### config.mk
export PLATFORM = sky130hd
export DESIGN_NAME = xor_checksum_packet_framer_unit
export DESIGN_NICKNAME = d
export VERILOG_FILES = /design/src/sv/xcpf_pkg.sv /design/src/sv/xor_checksum_packet_framer_unit.sv /design/src/sv/xcpf_frame_ctrl.sv /design/src/sv/xcpf_serializer.sv
export SDC_FILE = /design/constraint.sdc
export NUM_CORES = 1
export LEC_CHECK = 0
export BUFFER_PORTS_ARGS = -buffer_cell sky130_fd_sc_hd__buf_2
export CAP_MARGIN = 5
export CORE_MARGIN = 2
export CORE_UTILIZATION = 45
export CTS_BUF_LIST = sky130_fd_sc_hd__clkbuf_4
export CTS_CLUSTER_DIAMETER = 150
export DETAILED_ROUTE_END_ITERATION = 6
export GPL_TIMING_DRIVEN = 0
export PLACE_DENSITY = 0.72
export SLEW_MARGIN = 20
export SYNTH_ARGS = -nofsm -noshare
export SYNTH_HDL_FRONTEND = slang
export SYNTH_SLANG_ARGS = --single-unit
### constraint.sdc
create_clock -name clock -period 2 [get_ports clock]
set_input_delay 0.2 -clock clock [delete_from_list [all_inputs] [get_ports clock]]
set_output_delay 0.2 -clock clock [all_outputs]
set_load 0.02 [all_outputs]
### src/sv/xcpf_pkg.sv
// Shared types and constants for the XOR checksum packet framer.
// No dependencies; imported by every module of the framer.
`timescale 1ns / 1ps

package xcpf_pkg;

   // Most bytes that one request can produce.
   localparam int unsigned BurstLen = 5;
   localparam int unsigned IdxW     = $clog2(BurstLen);
   localparam int unsigned ByteW    = 8;

   // Register map: byte address 4*i, so one address bit selects the register.
   localparam int unsigned AddrW = 3;
   localparam int unsigned DataW = 32;

   typedef enum logic [0:0] {
      REG_START_BYTE = 1'b0,
      REG_STOP_BYTE  = 1'b1
   } reg_index_type;

   typedef enum logic [0:0] {
      CMD_HEADER = 1'b0,
      CMD_BODY   = 1'b1
   } cmd_type;

   // Reset values of the marker registers.
   localparam logic [ByteW-1:0] StartByteReset = 8'h02;
   localparam logic [ByteW-1:0] StopByteReset  = 8'h03;

   // Byte burst produced by one request: bytes in send order.
   typedef struct packed {
      logic [BurstLen-1:0][ByteW-1:0] bytes;
      logic [IdxW-1:0]                last_idx;  // index of the final byte
      logic                           trailer;   // burst closes a frame
      logic                           error;     // out-of-order request
   } burst_type;

endpackage

### src/sv/xor_checksum_packet_framer_unit.sv
// Top level of the XOR checksum packet framer: register port, frame
// tracker and byte serializer. Depends on xcpf_pkg, xcpf_frame_ctrl, xcpf_serializer.
`timescale 1ns / 1ps
//
// Usage:
//   Request channel (req_*): cmd 0 is a header (body_length, message_type),
//   cmd 1 is one body byte. A request is taken when req_valid is high and
//   req_stall is low. Result channel (rsp_*): one byte per transfer, in frame
//   order START, SIZE, TYPE, body..., CHECKSUM, STOP.
//   Header: 3 bytes, or 5 when the body is empty. Body: 1 byte, or 3 for the
//   last one. Out-of-order requests give one error byte (value 0).
//   Path: an accepted request is stored in the burst buffer, and its bytes
//   then move one at a time through the output register onto rsp_*.
//   Throughput: one result byte per cycle while rsp_stall is low, set by the
//   single-byte output register; a request occupies the burst buffer until
//   the last of its bytes (1, 3 or 5) moves to the output register, and the
//   next request is taken in the cycle that last byte moves.
//   A stall on rsp_stall holds the output register and, once the burst
//   buffer is full, raises req_stall.
//   Reset (synchronous): no frame open, checksum and count cleared, markers
//   back to 2 and 3, both channels empty.
//   Registers: start_byte at 0x0, stop_byte at 0x4; write only while idle.

module xor_checksum_packet_framer_unit (
   input  logic                        clock,
   input  logic                        reset,
   // request channel
   input  logic                        req_valid,
   output logic                        req_stall,
   input  logic                        req_cmd,
   input  logic [xcpf_pkg::ByteW-1:0]  req_body_length,
   input  logic [xcpf_pkg::ByteW-1:0]  req_message_type,
   input  logic [xcpf_pkg::ByteW-1:0]  req_body_byte,
   // result channel
   output logic                        rsp_valid,
   input  logic                        rsp_stall,
   output logic [xcpf_pkg::ByteW-1:0]  rsp_tx_byte,
   output logic                        rsp_last_of_run,
   output logic                        rsp_frame_done,
   output logic                        rsp_sequence_error,
   // register port
   input  logic                        csr_psel,
   input  logic                        csr_penable,
   input  logic                        csr_pwrite,
   input  logic [xcpf_pkg::AddrW-1:0]  csr_paddr,
   input  logic [xcpf_pkg::DataW-1:0]  csr_pwdata,
   output logic [xcpf_pkg::DataW-1:0]  csr_prdata,
   output logic                        csr_pready
);
   import xcpf_pkg::*;

   logic [ByteW-1:0] start_byte_ff, stop_byte_ff;
   reg_index_type    reg_idx;
   logic             csr_wr, ready, accept, busy;
   burst_type        burst;

   // Register port
   assign csr_pready = 1'b1;
   assign csr_wr     = csr_psel && csr_penable && csr_pwrite;
   assign reg_idx    = reg_index_type'(csr_paddr[2]);

   always_ff @(posedge clock) begin
      if (reset) begin
         start_byte_ff <= StartByteReset;
         stop_byte_ff  <= StopByteReset;
      end else if (csr_wr) begin
         case (reg_idx)
            REG_START_BYTE: start_byte_ff <= csr_pwdata[ByteW-1:0];
            REG_STOP_BYTE:  stop_byte_ff  <= csr_pwdata[ByteW-1:0];
            default: ;
         endcase
      end
   end

   always_comb begin
      case (reg_idx)
         REG_START_BYTE: csr_prdata = DataW'(start_byte_ff);
         REG_STOP_BYTE:  csr_prdata = DataW'(stop_byte_ff);
         default:        csr_prdata = '0;
      endcase
   end

   // Request handshake
   assign req_stall = !ready;
   assign accept    = req_valid && ready;

   xcpf_frame_ctrl u_frame_ctrl (
      .clock        (clock),
      .reset        (reset),
      .accept       (accept),
      .cmd          (req_cmd),
      .body_length  (req_body_length),
      .message_type (req_message_type),
      .body_byte    (req_body_byte),
      .start_byte   (start_byte_ff),
      .stop_byte    (stop_byte_ff),
      .burst        (burst)
   );

   xcpf_serializer u_serializer (
      .clock              (clock),
      .reset              (reset),
      .load               (accept),
      .burst              (burst),
      .ready              (ready),
      .busy               (busy),
      .rsp_valid          (rsp_valid),
      .rsp_stall          (rsp_stall),
      .rsp_tx_byte        (rsp_tx_byte),
      .rsp_last_of_run    (rsp_last_of_run),
      .rsp_frame_done     (rsp_frame_done),
      .rsp_sequence_error (rsp_sequence_error)
   );

`ifndef SYNTHESIS
   // Requests are held back only while a burst is still being sent
   a_stall_only_when_busy: assert property (@(posedge clock) disable iff (reset)
      req_stall |-> busy)
      else $error("req_stall raised with an empty burst buffer");

   // A frame closes only on the final byte of a request
   a_done_is_last: assert property (@(posedge clock) disable iff (reset)
      (rsp_valid && rsp_frame_done) |-> (rsp_last_of_run && !rsp_sequence_error))
      else $error("frame_done on a byte that does not end its burst");

   // Error results are single zero bytes
   a_error_shape: assert property (@(posedge clock) disable iff (reset)
      (rsp_valid && rsp_sequence_error) |-> (rsp_last_of_run && rsp_tx_byte == '0))
      else $error("malformed sequence error result");

   // An accepted request always loads the burst buffer
   a_accept_fills: assert property (@(posedge clock) disable iff (reset)
      accept |=> busy)
      else $error("accepted request did not load the burst buffer");
`endif

endmodule

### src/sv/xcpf_frame_ctrl.sv
// Frame state tracker: holds open flag, remaining count and running XOR,
// and builds the byte burst for each request. Depends on xcpf_pkg.
`timescale 1ns / 1ps

module xcpf_frame_ctrl (
   input  logic                    clock,
   input  logic                    reset,
   input  logic                    accept,
   input  logic                    cmd,
   input  logic [xcpf_pkg::ByteW-1:0] body_length,
   input  logic [xcpf_pkg::ByteW-1:0] message_type,
   input  logic [xcpf_pkg::ByteW-1:0] body_byte,
   input  logic [xcpf_pkg::ByteW-1:0] start_byte,
   input  logic [xcpf_pkg::ByteW-1:0] stop_byte,
   output xcpf_pkg::burst_type      burst
);
   import xcpf_pkg::*;

   logic             frame_open_ff, frame_open_in;
   logic [ByteW-1:0] remaining_ff, remaining_in;
   logic [ByteW-1:0] xor_ff, xor_in;
   logic [ByteW-1:0] hdr_xor, body_xor, rem_dec;

   assign hdr_xor  = body_length ^ message_type;
   assign body_xor = xor_ff ^ body_byte;
   assign rem_dec  = remaining_ff - 8'd1;

   // Burst and next state for the request on the input
   always_comb begin
      burst         = '0;
      frame_open_in = frame_open_ff;
      remaining_in  = remaining_ff;
      xor_in        = xor_ff;
      if (cmd == CMD_HEADER) begin
         if (frame_open_ff) begin
            burst.error = 1'b1;
         end else begin
            burst.bytes[0] = start_byte;
            burst.bytes[1] = body_length;
            burst.bytes[2] = message_type;
            burst.bytes[3] = hdr_xor;
            burst.bytes[4] = stop_byte;
            xor_in         = hdr_xor;
            if (body_length == '0) begin
               burst.last_idx = IdxW'(4);
               burst.trailer  = 1'b1;
               frame_open_in  = 1'b0;
               remaining_in   = '0;
            end else begin
               burst.last_idx = IdxW'(2);
               frame_open_in  = 1'b1;
               remaining_in   = body_length;
            end
         end
      end else begin
         if (!frame_open_ff) begin
            burst.error = 1'b1;
         end else begin
            burst.bytes[0] = body_byte;
            burst.bytes[1] = body_xor;
            burst.bytes[2] = stop_byte;
            xor_in         = body_xor;
            remaining_in   = rem_dec;
            if (rem_dec == '0) begin
               burst.last_idx = IdxW'(2);
               burst.trailer  = 1'b1;
               frame_open_in  = 1'b0;
            end
         end
      end
   end

   // Frame state registers
   always_ff @(posedge clock) begin
      if (reset) begin
         frame_open_ff <= 1'b0;
         remaining_ff  <= '0;
         xor_ff        <= '0;
      end else if (accept) begin
         frame_open_ff <= frame_open_in;
         remaining_ff  <= remaining_in;
         xor_ff        <= xor_in;
      end
   end

endmodule

### src/sv/xcpf_serializer.sv
// Burst buffer and output register: sends a stored burst one byte per
// cycle on the result channel unless rsp_stall holds the output register. Depends on xcpf_pkg.
`timescale 1ns / 1ps

module xcpf_serializer (
   input  logic                       clock,
   input  logic                       reset,
   input  logic                       load,
   input  xcpf_pkg::burst_type        burst,
   output logic                       ready,
   output logic                       busy,
   output logic                       rsp_valid,
   input  logic                       rsp_stall,
   output logic [xcpf_pkg::ByteW-1:0] rsp_tx_byte,
   output logic                       rsp_last_of_run,
   output logic                       rsp_frame_done,
   output logic                       rsp_sequence_error
);
   import xcpf_pkg::*;

   burst_type       buf_ff;
   logic            busy_ff, busy_in;
   logic [IdxW-1:0] idx_ff, idx_in;
   logic            valid_ff, valid_in;
   logic [ByteW-1:0] byte_ff;
   logic            last_ff, done_ff, err_ff;
   logic            out_free, move, last_move;

   // Move a byte whenever the output register is empty or draining
   assign out_free  = !valid_ff || !rsp_stall;
   assign move      = busy_ff && out_free;
   assign last_move = move && (idx_ff == buf_ff.last_idx);
   assign ready     = !busy_ff || last_move;

   always_comb begin
      busy_in  = load ? 1'b1 : (last_move ? 1'b0 : busy_ff);
      idx_in   = load ? '0 : (move ? idx_ff + IdxW'(1) : idx_ff);
      valid_in = move ? 1'b1 : (out_free ? 1'b0 : valid_ff);
   end

   // Control registers
   always_ff @(posedge clock) begin
      if (reset) begin
         busy_ff  <= 1'b0;
         idx_ff   <= '0;
         valid_ff <= 1'b0;
      end else begin
         busy_ff  <= busy_in;
         idx_ff   <= idx_in;
         valid_ff <= valid_in;
      end
   end

   // Payload registers
   always_ff @(posedge clock) begin
      if (load) begin
         buf_ff <= burst;
      end
      if (move) begin
         byte_ff <= buf_ff.bytes[idx_ff];
         last_ff <= (idx_ff == buf_ff.last_idx);
         done_ff <= (idx_ff == buf_ff.last_idx) && buf_ff.trailer;
         err_ff  <= buf_ff.error;
      end
   end

   assign busy               = busy_ff;
   assign rsp_valid          = valid_ff;
   assign rsp_tx_byte        = byte_ff;
   assign rsp_last_of_run    = last_ff;
   assign rsp_frame_done     = done_ff;
   assign rsp_sequence_error = err_ff;

endmodule

# Word level (Yosys, flattened, before mapping)
# Cells that the tools add are included.
# op_classes
reduce_logical,21
n_eq_ne,3
n_mux,27
add_sub_neg,2
magnitude_cmp,1
n_bitwise,3
# ops
op,n
$mux 8,8
$pmux 32 s2,1
$mux 28,2
$mux 29,1
$bmux 8 s3,1
$logic_not 8->1,2
$xor 8x8->8,2
$mux 1,12
$sub 8x1->8 const B,1
$logic_and 1x1->1,6
$mux 3,2
$logic_not 1->1,4
$lt 3x4->1 const B,1
$reduce_and 2->1,2
$reduce_bool 2->1,2
$reduce_or 2->1,2
$add 3x1->3 const B,1
$eq 3x3->1,1
$reduce_and 3->1,1
$logic_or 1x1->1,2
$ne 2x1->1 const B,1
$ne 2x2->1 const B,1
$not 1->1,1
# totals
word_cells,77
out_inout_bits,46
ff_bits,94
in_bits,67

# Depth between registers and ports, before layout
# Gate-level depths: netlist of the first run.
# depth
depth_word,7
depth_mapped,9

# Hierarchy
# Synthesis of the first run repeated with hierarchy kept, for this count alone.
# unflattened
cells_unflattened,470
hier_area_um2,4946.0
# by_module_without_submodules
mod,instances,seq_area_each_um2,area_per_inst_um2,cells_each
xcpf_serializer,1,1781.7,2381.0,138
xcpf_frame_ctrl,1,340.3,1561.5,229
xor_checksum_packet_framer_unit,1,320.3,1003.5,103

# Least setup slack after synthesis of the first run
# Ideal clock, no wire load.
# synth_timing
path_type,register -> register
start,reg u_frame_ctrl.remaining_ff[0]
end,"reg u_serializer.buf_ff[1] (netlist bit), data pin"
stages_incl_launch_ff,9
setup_time_ns,0.170
period_less_slack_ns,2.214
t_arrival_ns,2.045
path_slack_ns,-0.214
cell_sequence,dfxtp_1 -> clkbuf_1 -> inv_1 -> ha_1 -> or3b_1 -> mux2_2 -> o31a_1 -> or2_1 -> o31ai_1
# synth_rtl
item,line_no,rtl
from (decl),xcpf_frame_ctrl.sv:20,"logic [ByteW-1:0] remaining_ff, remaining_in;"
from (signal assigned),xcpf_frame_ctrl.sv:81,remaining_ff <= remaining_in;
to (signal assigned),xcpf_serializer.sv:57,buf_ff <= burst;
to (decl),xcpf_serializer.sv:21,burst_type buf_ff;

==> flow_summary.toml, run 1 <==
[status]
status = "finished, violations left"
violations = "setup timing"

[floorplanning]
die-area_um2 = 11300
pin_count = 113
fp.dieW_um = 106
rows = 37
start_util_pct = 46.1
core_um2 = 10200
dieHeight_um = 106

[synthesis]
syn_avg_cell_area_um2 = 9.81
synth_xor_area_share_pct = 3.90
synth_cells = 481
ys_ff_latch = 93
synth_area_um2 = 4720
synthSimpleGateAreaFrac_pct = 16.3
synth-main-ff-cell = "edfxtp_1"
synth_top_area_share_pct = 35.0
synth_compound_area_share_pct = 14.6
synth_cell_types = 50
ys_seq_area_share_pct = 51.1
synth_fa_ha_area_share_pct = 1.06
synthTopCellsByArea = "edfxtp_1, dfxtp_1, nand2_1"
synth_edf_count = 55
async_flop_share_pct = 0
synthMuxAreaShare_pct = 6.02
yosys_warnings = 0
synth_top_family_by_area = "simple AND/OR/NAND/NOR gates"
yosysMostFrequentCell = "nand2_1"
yosys.area.top_type = "edfxtp_1"
synth_common_cells = "nand2_1, edfxtp_1, a21oi_1, dfxtp_1, nor2_1"

[placed_design]
place_ws_ns = -0.705
post-dp-hpwl_um = 8720
place_area_um2 = 5330
gp_congestion = 0.945
io_buffer_count = 59

[clock_tree]
cts_tree = "yes"
htreeDepth = 3
cts-root-buf = "clkbuf_4"
cts.clk_slew.worst_paths_ns = 0.15
cts_buffers = 9
clock_latency_ns = 0.47
cts.path.max_buffers = 2
cts.sinks = 93

[timing]
post-route-period-util_pct = 106
hold_viol = 0
finalClockSkew_ns = 0.0228
maxSlewHeadroom_pct = 55.1
finalMaxSlewViolations = 0
min_period_ns = 2.13
fmax_mhz = 471
setup_viol = 3
worst_pin_slew_ns = 0.674
fin_hold_ws_ns = 0.0652
setup_ws_ns = -0.125
grt_setup_unrepaired = "yes"

[grt]
track_usage_pct = 21.8
overflow = 0
grt_pass1_wl_um = 19000
grt_pass1_vias = 3771
antenna_found_initial = 0
grt_start_max_net_pins = 23

[routing]
drc = 0
detail_route.wl_per_cell_um = 16.1
totalWireLength_um = 11800
drt.antenna.violating_nets = 0
viasPerCell = 5.25
first_iter_violations = 295
num_vias = 3858
first_pass_iters = 4

[setup_path]
path_cells = "inv_4 -> ha_4 -> or3b_4 -> mux2_4 -> o31a_1 -> or2_4 -> o31ai_4"
required_ns = 2.30
startpoint_type = "flip-flop"
cp_slowest_cell = "dfxtp_4"
max_stage_delay_ns = 0.39
worstReg2RegStart = "u_frame_ctrl.remaining_ff[0]"
worst-setup-path-type = "reg2reg"
critical_path_arrival_ns = 2.43
critical_path.max_fanout = 2
worstReg2RegEnd = "u_serializer.buf_ff[3]"
ff2ff_setup_slack_ns = -0.13
cp-end-kind = "flip-flop"
r2r_cells = 7

[hold_path]
hold_start = "req_message_type[2]"
hold_end = "u_serializer.buf_ff[23]"
holdPathStages = 2
min_path_type = "in2reg"

[power_and_ir_drop]
power.total_uw = 4540
ir_worst_vdd_mv = 0.313
leakagePower_uw = 0.00226
power.density_nw_per_um2 = 789

[cells_and_area]
drive_gt1_share_pct = 25.9
finish.instance_area_um2 = 5750
fin_nets = 664
area_delta_synth_final_pct = 21.8

[flow_run]
max-cap-violations = 0
==> report_power, final <==
part           switching, µW  leakage, µW  internal, µW
clock                    654    0.0000786           397
sequential               100     0.000861          2250
combinational            646      0.00132           488
==> stage by stage <==
step	utilization, %	cells	setup TNS, ns
after floorplan	-	504	-0.682
after global placement	52.0	699	-27.95
after detailed placement	52.0	699	-29.47
after CTS	55.3	729	-0.406
after global routing	56.1	734	-0.390
final	56.2	735	-0.281
==> sequential cells by signal, summed over array words and instances, names as in the netlist <==
register	flops
u_serializer.buf_ff	44
start_byte_ff	8
stop_byte_ff	8
u_frame_ctrl.remaining_ff	8
u_frame_ctrl.xor_ff	8
u_serializer.rsp_tx_byte	8
u_serializer.idx_ff	3
u_frame_ctrl.frame_open_ff	1
u_serializer.busy	1
u_serializer.rsp_frame_done	1
u_serializer.rsp_last_of_run	1
u_serializer.rsp_sequence_error	1
u_serializer.rsp_valid	1
==> critical path: cells and delay by family, from the launching register on <==
family	cells	cell delay [ns]
AND/OR/NAND/NOR	2	0.66
AO/OA/AOI/OAI	2	0.45
flip-flops	1	0.39
multiplexers	1	0.27
adder cells (fa/ha/maj)	1	0.14
buffers and inverters	1	0.06
==> worst max-delay path by stage <==
stage                                 start                            to  slack, ns  depth (start not counted)
2_1_floorplan  u_frame_ctrl.remaining_ff[0]        u_serializer.buf_ff[1]      -0.07                          8
3_3_place_gp                        req_cmd  u_frame_ctrl.remaining_ff[3]      -0.69                          8
3_5_place_dp                        req_cmd  u_frame_ctrl.remaining_ff[3]      -0.71                          8
4_1_cts        u_frame_ctrl.remaining_ff[0]        u_serializer.buf_ff[1]      -0.19                          7
5_1_grt        u_frame_ctrl.remaining_ff[0]        u_serializer.buf_ff[3]      -0.15                          7
6_report       u_frame_ctrl.remaining_ff[0]        u_serializer.buf_ff[3]      -0.13                          7
==> metal layers <==
metal	wire length (µm)	share of wire (%)	GRT usage (%)
met2	5930	50	38.0
met4	374	3.2	9.77
met3	677	5.7	4.05
met5	0	0	0
met1	4850	41	26.2
==> layout by cell type, fill, tap and decap left out, types with 5 or more instances in the layout <==
cell type | Yosys | layout
nand2_1 | 67 | 67
buf_2 | 3 | 61
edfxtp_1 | 55 | 55
a21oi_1 | 40 | 40
buf_4 | 25 | 38
nor2_1 | 37 | 36
dfxtp_1 | 38 | 36
conb_1 | 2 | 25
o21ai_0 | 24 | 21
o22ai_1 | 18 | 18
mux2i_1 | 16 | 16
and2_1 | 14 | 14
clkbuf_1 | 20 | 13
xnor2_1 | 15 | 13
clkbuf_4 | 0 | 11
mux2_2 | 11 | 10
dlygate4sd3_1 | 0 | 10
a22o_1 | 9 | 9
nand3b_1 | 9 | 9
nor2b_1 | 8 | 8
xor2_1 | 6 | 6
and3_1 | 5 | 5
==> layout make-up <==
| type | count | area, µm² |
|---|---|---|
| tap | 136 | 170 |
| multi-input combinational | 352 | 2200 |
| timing repair buffer | 81 | 485 |
| clock buffer | 10 | 75.1 |
| fill | 891 | 4480 |
| buffer | 47 | 284 |
| clock inverter | 6 | 61.3 |
| sequential | 93 | 2420 |
| timing repair inverter | 1 | 7.51 |
| inverter | 8 | 45.0 |
| antenna | 1 | 2.50 |
==> timing repair <==
item                                   4_1_cts  5_1_grt
hold buffers                                10        0
pin swaps                                    6        5
resized for setup                           17       20
cloned                                       1        0
endpoints found under the hold margin       18        0
buffers inserted                             6        6
setup endpoints to repair                   64       63
==> logic make-up after synthesis <==
group | Yosys count
xor+xnor | 21
fa+ha+maj | 4
mux | 27
other cells | 2
buf+inv | 59
simple gates | 162
flops | 93
compound gates | 113
Power figures use the tool's default switching activity.
==> run 2: changes to the inputs <==
PLACE_DENSITY = 0.71   (was 0.72)
SYNTH_HIERARCHICAL = 1   (was not set)
clock period = 1.9 ns   (was 2 ns; I/O delays follow)
==> run 2 against run 1 <==
Against the previous run:
- the run still ends with setup timing left
- sequential power up 2%
- final cell count fell by 1.8%
- highest routed layer unchanged
- worst setup slack better by 0.032 ns
- critical path type unchanged
- combinational power down 20%
- maximum frequency rose by 6.6%
- clock power fell by 9%
- routed wire length rose by 4.0%
- die area rose by 4.6%
==> flow_summary.toml, run 2 <==
[routing]
wl_met1_um = 5190
first_pass_iters = 6
detail_route.wl_per_cell_um = 17.0
wl_met3_um = 929
totalWireLength_um = 12300
drc = 0
viasPerCell = 5.26
wl_met2_um = 5960
first_iter_violations = 423
drt.antenna.violating_nets = 0
top_layer_used = "met4"
num_vias = 3797

[placed_design]
place_ws_ns = -0.724
place_inst = 693
io_buffer_count = 60
gp_congestion = 0.899
post-dp-hpwl_um = 8610

[synthesis]
synth_cells = 470
synth_edf_count = 56
yosysMostFrequentCell = "edfxtp_1"
ys_seq_area_share_pct = 49.4
syn_avg_cell_area_um2 = 10.5
synthTopCellsByArea = "edfxtp_1, dfxtp_1, mux2i_1"
synth_common_cells = "edfxtp_1, nand2_1, dfxtp_1, o21ai_0, mux2i_1"
synth-main-ff-cell = "edfxtp_1"
synth_cell_types = 60
ys_ff_latch = 94
yosys_warnings = 6
synth_area_um2 = 4950
yosys.area.top_type = "edfxtp_1"
async_flop_share_pct = 0
synth_top_area_share_pct = 34.0

[setup_path]
startpoint_type = "flip-flop"
path_cells = "xor2_4 -> o41ai_4 -> and2_4 -> and2_4 -> clkbuf_16 -> nand2_1 -> a21oi_1"
critPathMostFrequentCell = "and2_4"
critical_path.max_fanout = 8
cp-end-kind = "flip-flop"
worst-setup-path-type = "reg2reg"
max_stage_delay_ns = 0.48
critical_path_arrival_ns = 2.35
cp_slowest_cell = "edfxtp_1"
required_ns = 2.26

[status]
status = "finished, violations left"
violations = "setup timing"

[cells_and_area]
layout_commonest_cell = "buf_2"
largest_reg_flops = 45
regMostFlops = "u_serializer/buf_ff"
post_layout_nonfiller_instances = 722
final_cell_mix = "buf_2, edfxtp_1, nand2_1, dfxtp_1, mux2i_1"
area_delta_synth_final_pct = 17.4
fin_nets = 646
nFillCells = 968
drive_gt1_share_pct = 26.9
fin_util_pct = 53.8

[timing]
worst_pin_slew_ns = 0.644
post-route-period-util_pct = 105
maxSlewHeadroom_pct = 56.9
setup_ws_ns = -0.0936
setup_viol = 16
finalClockSkew_ns = 0.0160
fmax_mhz = 502
grt_setup_unrepaired = "yes"
min_period_ns = 1.99
hold_viol = 0
finalMaxSlewViolations = 0

[power_and_ir_drop]
leakagePower_uw = 0.00232
power.total_uw = 4250
power.density_nw_per_um2 = 732
ir_worst_vdd_mv = 0.352

[clock_tree]
cts.path.max_buffers = 2
clock_latency_ns = 0.43
cts_buffers = 9
cts_tree = "yes"
cts-root-buf = "clkbuf_4"
cts.clk_slew.worst_paths_ns = 0.15
cts.sinks = 94
htreeDepth = 3

[grt]
overflow = 0
grt_pass1_vias = 3699
antenna_found_initial = 0
grt_pass1_wl_um = 18900
track_usage_pct = 21.0
grt_start_max_net_pins = 16

[floorplanning]
core_um2 = 10800
die-area_um2 = 11800
pin_count = 113
fp.dieW_um = 109
start_util_pct = 45.8
dieHeight_um = 109
rows = 38

[flow_run]
max-cap-violations = 0

[hold_path]
min_path_type = "in2reg"
-- run 2: cell types whose count changed after synthesis, moves of 6 or more --
cell	change
a21oi_1	-23
clkbuf_1	-13
mux2i_1	+17
nand2_1	-24
nand2b_1	+17
nor2_1	-8
nor2b_1	-7
o21a_1	+8
o21ai_0	+10
o21ai_1	+8
o22ai_1	-6
-- run 2: final timing paths --
path         slack [ns]  depth (start not counted)                              end                    from
max               -0.09                          7           u_frame_ctrl/xor_ff[0]  u_serializer/buf_ff[3]
min reg2reg        0.44                          0  u_serializer/rsp_sequence_error  u_serializer/buf_ff[0]
min                0.02                          3                 start_byte_ff[1]           csr_pwdata[1]
max reg2reg       -0.09                          7           u_frame_ctrl/xor_ff[0]  u_serializer/buf_ff[3]
-- run 2: power breakdown --
group	switching (µW)	internal [µW]
Clock	675	284
Sequential	67.4	2320
Combinational	523	380
Total	1270	2990
-- run 2: metrics by stage --
step | setup TNS, ns | hold slack [ns] | instance area [µm²]
after floorplan | -5.96 | 0.252 | 5050
after global placement | -19.12 | 0.419 | 5520
after detailed placement | -22.29 | 0.423 | 5520
after CTS | -0.642 | 0.00116 | 5750
after global routing | -2.08 | 0.0114 | 5800
final | -0.720 | 0.0235 | 5810
-- run 2: area by class of cell --
cell class,instances,area (µm²),share of cell area (%)
Inverter,10,37.5,0.646
Clock buffer,10,75.1,1.29
Buffer,54,417,7.18
Multi-Input combinational cell,339,2230,38.4
Antenna cell,1,2.50,0.0431
Timing Repair Buffer,68,390,6.72
Sequential cell,94,2440,42.1
Clock inverter,6,33.8,0.582
Tap cell,140,175,3.02
-- run 2: cell families after synthesis --
logic type	Yosys count	share of synthesized area, %
and+or+nand+nor	137	14.5
AOI/OAI and AO/OA	106	13.9
DFF	94	49.4
buffers and inverters	65	8.90
muxes	41	8.50
xor gates and xnor gates	21	3.87
adders and majority gates	3	0.759
other	3	0.228
-- run 2: critical path: cells and delay by family (launching register included) --
kind            cells  cell delay [ns]
buf+inv             1             0.17
compound gates      2             0.54
xor+xnor            1             0.19
flops               1             0.48
simple gates        3             0.53
-- run 2: per-layer routing --
metal  vias up  GRT usage [%]
met1      1741           26.8
met3        29           5.14
li1       1842              -
met5         -              0
met2       185           35.2
met4         0           6.50
-- run 2: timing repair --
item | 4_1_cts | 5_1_grt
gates cloned | 3 | 4
pin swaps | 3 | 6
setup buffers | 5 | 1
endpoints found under the hold margin | 1 | 0
hold buffers | 1 | 0
endpoints found under the setup margin | 67 | 31
gates resized for setup | 13 | 13
==> run 3: changes to the inputs <==
SETUP_SLACK_MARGIN = 0.4   (was not set)
==> run 3 against run 2 <==
Against the previous run:
- the flow still finishes with violations (setup timing)
- die area unchanged
- utilization up 3.2 points
- non-clock buffer count up 16
- critical path type unchanged
- largest cell class unchanged
- largest power group unchanged
==> flow_summary.toml, run 3 (synthesis results as in run 2) <==
[floorplanning]
fp.dieW_um = 109
die-area_um2 = 11800
pin_count = 113
core_um2 = 10800
start_util_pct = 45.8
rows = 38
dieHeight_um = 109

[routing]
first_pass_iters = 5
drt.antenna.violating_nets = 0
detail_route.wl_per_cell_um = 17.2
first_iter_violations = 316
drc = 0
totalWireLength_um = 12700
num_vias = 3937
viasPerCell = 5.33

[timing]
fmax_mhz = 504
min_period_ns = 1.98
grt_setup_unrepaired = "yes"
setup_viol = 26
finalClockSkew_ns = 0.0207
fin_hold_ws_ns = 0.0285
setup_ws_ns = -0.0836
worst_pin_slew_ns = 0.610
finalMaxSlewViolations = 0
post-route-period-util_pct = 104
hold_viol = 0
maxSlewHeadroom_pct = 59.2

[hold_path]
hold_end = "stop_byte_ff[3]"
holdPathStages = 3
min_path_type = "in2reg"
hold_start = "csr_pwdata[3]"

[cells_and_area]
multi_input_area_um2 = 2340
fin_nets = 663
drive_gt1_share_pct = 33.3
final_cell_mix = "buf_2, edfxtp_1, nand2_1, buf_4, mux2i_1"
regMostFlops = "u_serializer/buf_ff"
area_delta_synth_final_pct = 24.3
post_layout_nonfiller_instances = 739
register_area_um2 = 2460
fin_util_pct = 57.0
largest_reg_flops = 45
layout_commonest_cell = "buf_2"
nFillCells = 950

[placed_design]
place_inst = 693
place_ws_ns = -0.731
post-dp-hpwl_um = 8680
io_buffer_count = 60
gp_congestion = 0.891

[setup_path]
cp-end-kind = "flip-flop"
worstReg2RegStart = "u_serializer/idx_ff[0]"
required_ns = 2.27
r2r_cells = 9
critical_path_arrival_ns = 2.36
critical_path.max_fanout = 7
ff2ff_setup_slack_ns = -0.08
worst-setup-path-type = "reg2reg"
startpoint_type = "flip-flop"
worstReg2RegEnd = "u_frame_ctrl/xor_ff[5]"

[power_and_ir_drop]
leakagePower_uw = 0.00245
ir_worst_vdd_mv = 0.464
power.total_uw = 4420
power.density_nw_per_um2 = 719

[grt]
track_usage_pct = 22.1
overflow = 0
grt_start_max_net_pins = 18
grt_pass1_wl_um = 19600
antenna_found_initial = 0
grt_pass1_vias = 3701

[clock_tree]
cts-root-buf = "clkbuf_4"
clock_latency_ns = 0.45
cts_tree = "yes"
cts.path.max_buffers = 2
cts.clk_slew.worst_paths_ns = 0.16
cts_buffers = 9
cts.sinks = 94
htreeDepth = 3

[flow_run]
max-cap-violations = 0

[status]
violations = "setup timing"
status = "finished, violations left"
run 3: changes by cell type in the layout (fill, tap and decap cells not counted), moves of 4 or more:
cell           delta
dfxtp_2           +7
nand2_1           -4
buf_6             +4
nand2_2           +4
o21ai_2           +9
dlygate4sd3_1     +4
buf_4             +5
dfxtp_1           -8
o21ai_0           -5
o21ai_1           -4
run 3: repair_timing:
action,4_1_cts,5_1_grt
hold buffers,4,1
cloned,8,0
setup endpoints to repair,90,94
buffers inserted,11,5
pin swaps,16,9
gates resized for setup,51,31
hold endpoints to repair,4,1
run 3: metrics by stage:
| step | area (µm²) | setup TNS (ns) |
|---|---|---|
| after global routing | 6150 | -2.14 |
| after detailed placement | 5520 | -22.72 |
| after floorplan | 5050 | -5.95 |
| final | 6150 | -1.54 |
| after CTS | 6000 | -0.703 |
| after global placement | 5520 | -19.00 |
run 3: power breakdown:
group	internal (µW)	total [µW]	switching, µW
combinational	453	1020	567
clock	291	1010	717
sequential	2320	2400	72.7
total	3070	4420	1360
run 3: layout make-up:
cell class	instances	area share, %
Sequential cell	94	40.0
Clock buffer	9	1.10
Tap cell	140	2.85
Timing Repair Buffer	83	9.03
Inverter	10	0.610
Multi-Input combinational cell	340	38.0
Clock inverter	7	0.916
Antenna cell	1	0.0407
Buffer	55	7.47
run 3: how the worst max path moves through the flow:
| stage | from | to | depth (start not counted) |
|---|---|---|---|
| final | u_serializer/idx_ff[0] | u_frame_ctrl/xor_ff[5] | 9 |
| after global routing | u_serializer/idx_ff[0] | u_frame_ctrl/remaining_ff[6] | 9 |
| after CTS | u_serializer/idx_ff[1] | u_frame_ctrl/xor_ff[5] | 9 |
| after detailed placement | u_serializer/idx_ff[1] | u_frame_ctrl/xor_ff[7] | 8 |
| after global placement | u_serializer/idx_ff[1] | u_frame_ctrl/remaining_ff[6] | 8 |
| after floorplan | u_serializer/idx_ff[1] | u_frame_ctrl/remaining_ff[2] | 8 |
run 3: critical path: stages, from the launching register on:
cell and delay (ns):
dfxtp_2 0.36, buf_6 0.15, xor2_2 0.20, o41ai_4 0.36
and2_4 0.23, and2_4 0.15, clkbuf_16 0.15, buf_8 0.12
nand2_1 0.05, a21oi_1 0.13
run 3: routing by layer:
metal	vias to the layer above	global-route usage, %	routed length, µm
met4	0	9.52	345
met3	34	4.78	876
met1	1839	26.5	5190
met5	-	0	0
li1	1878	-	-
met2	186	38.1	6330
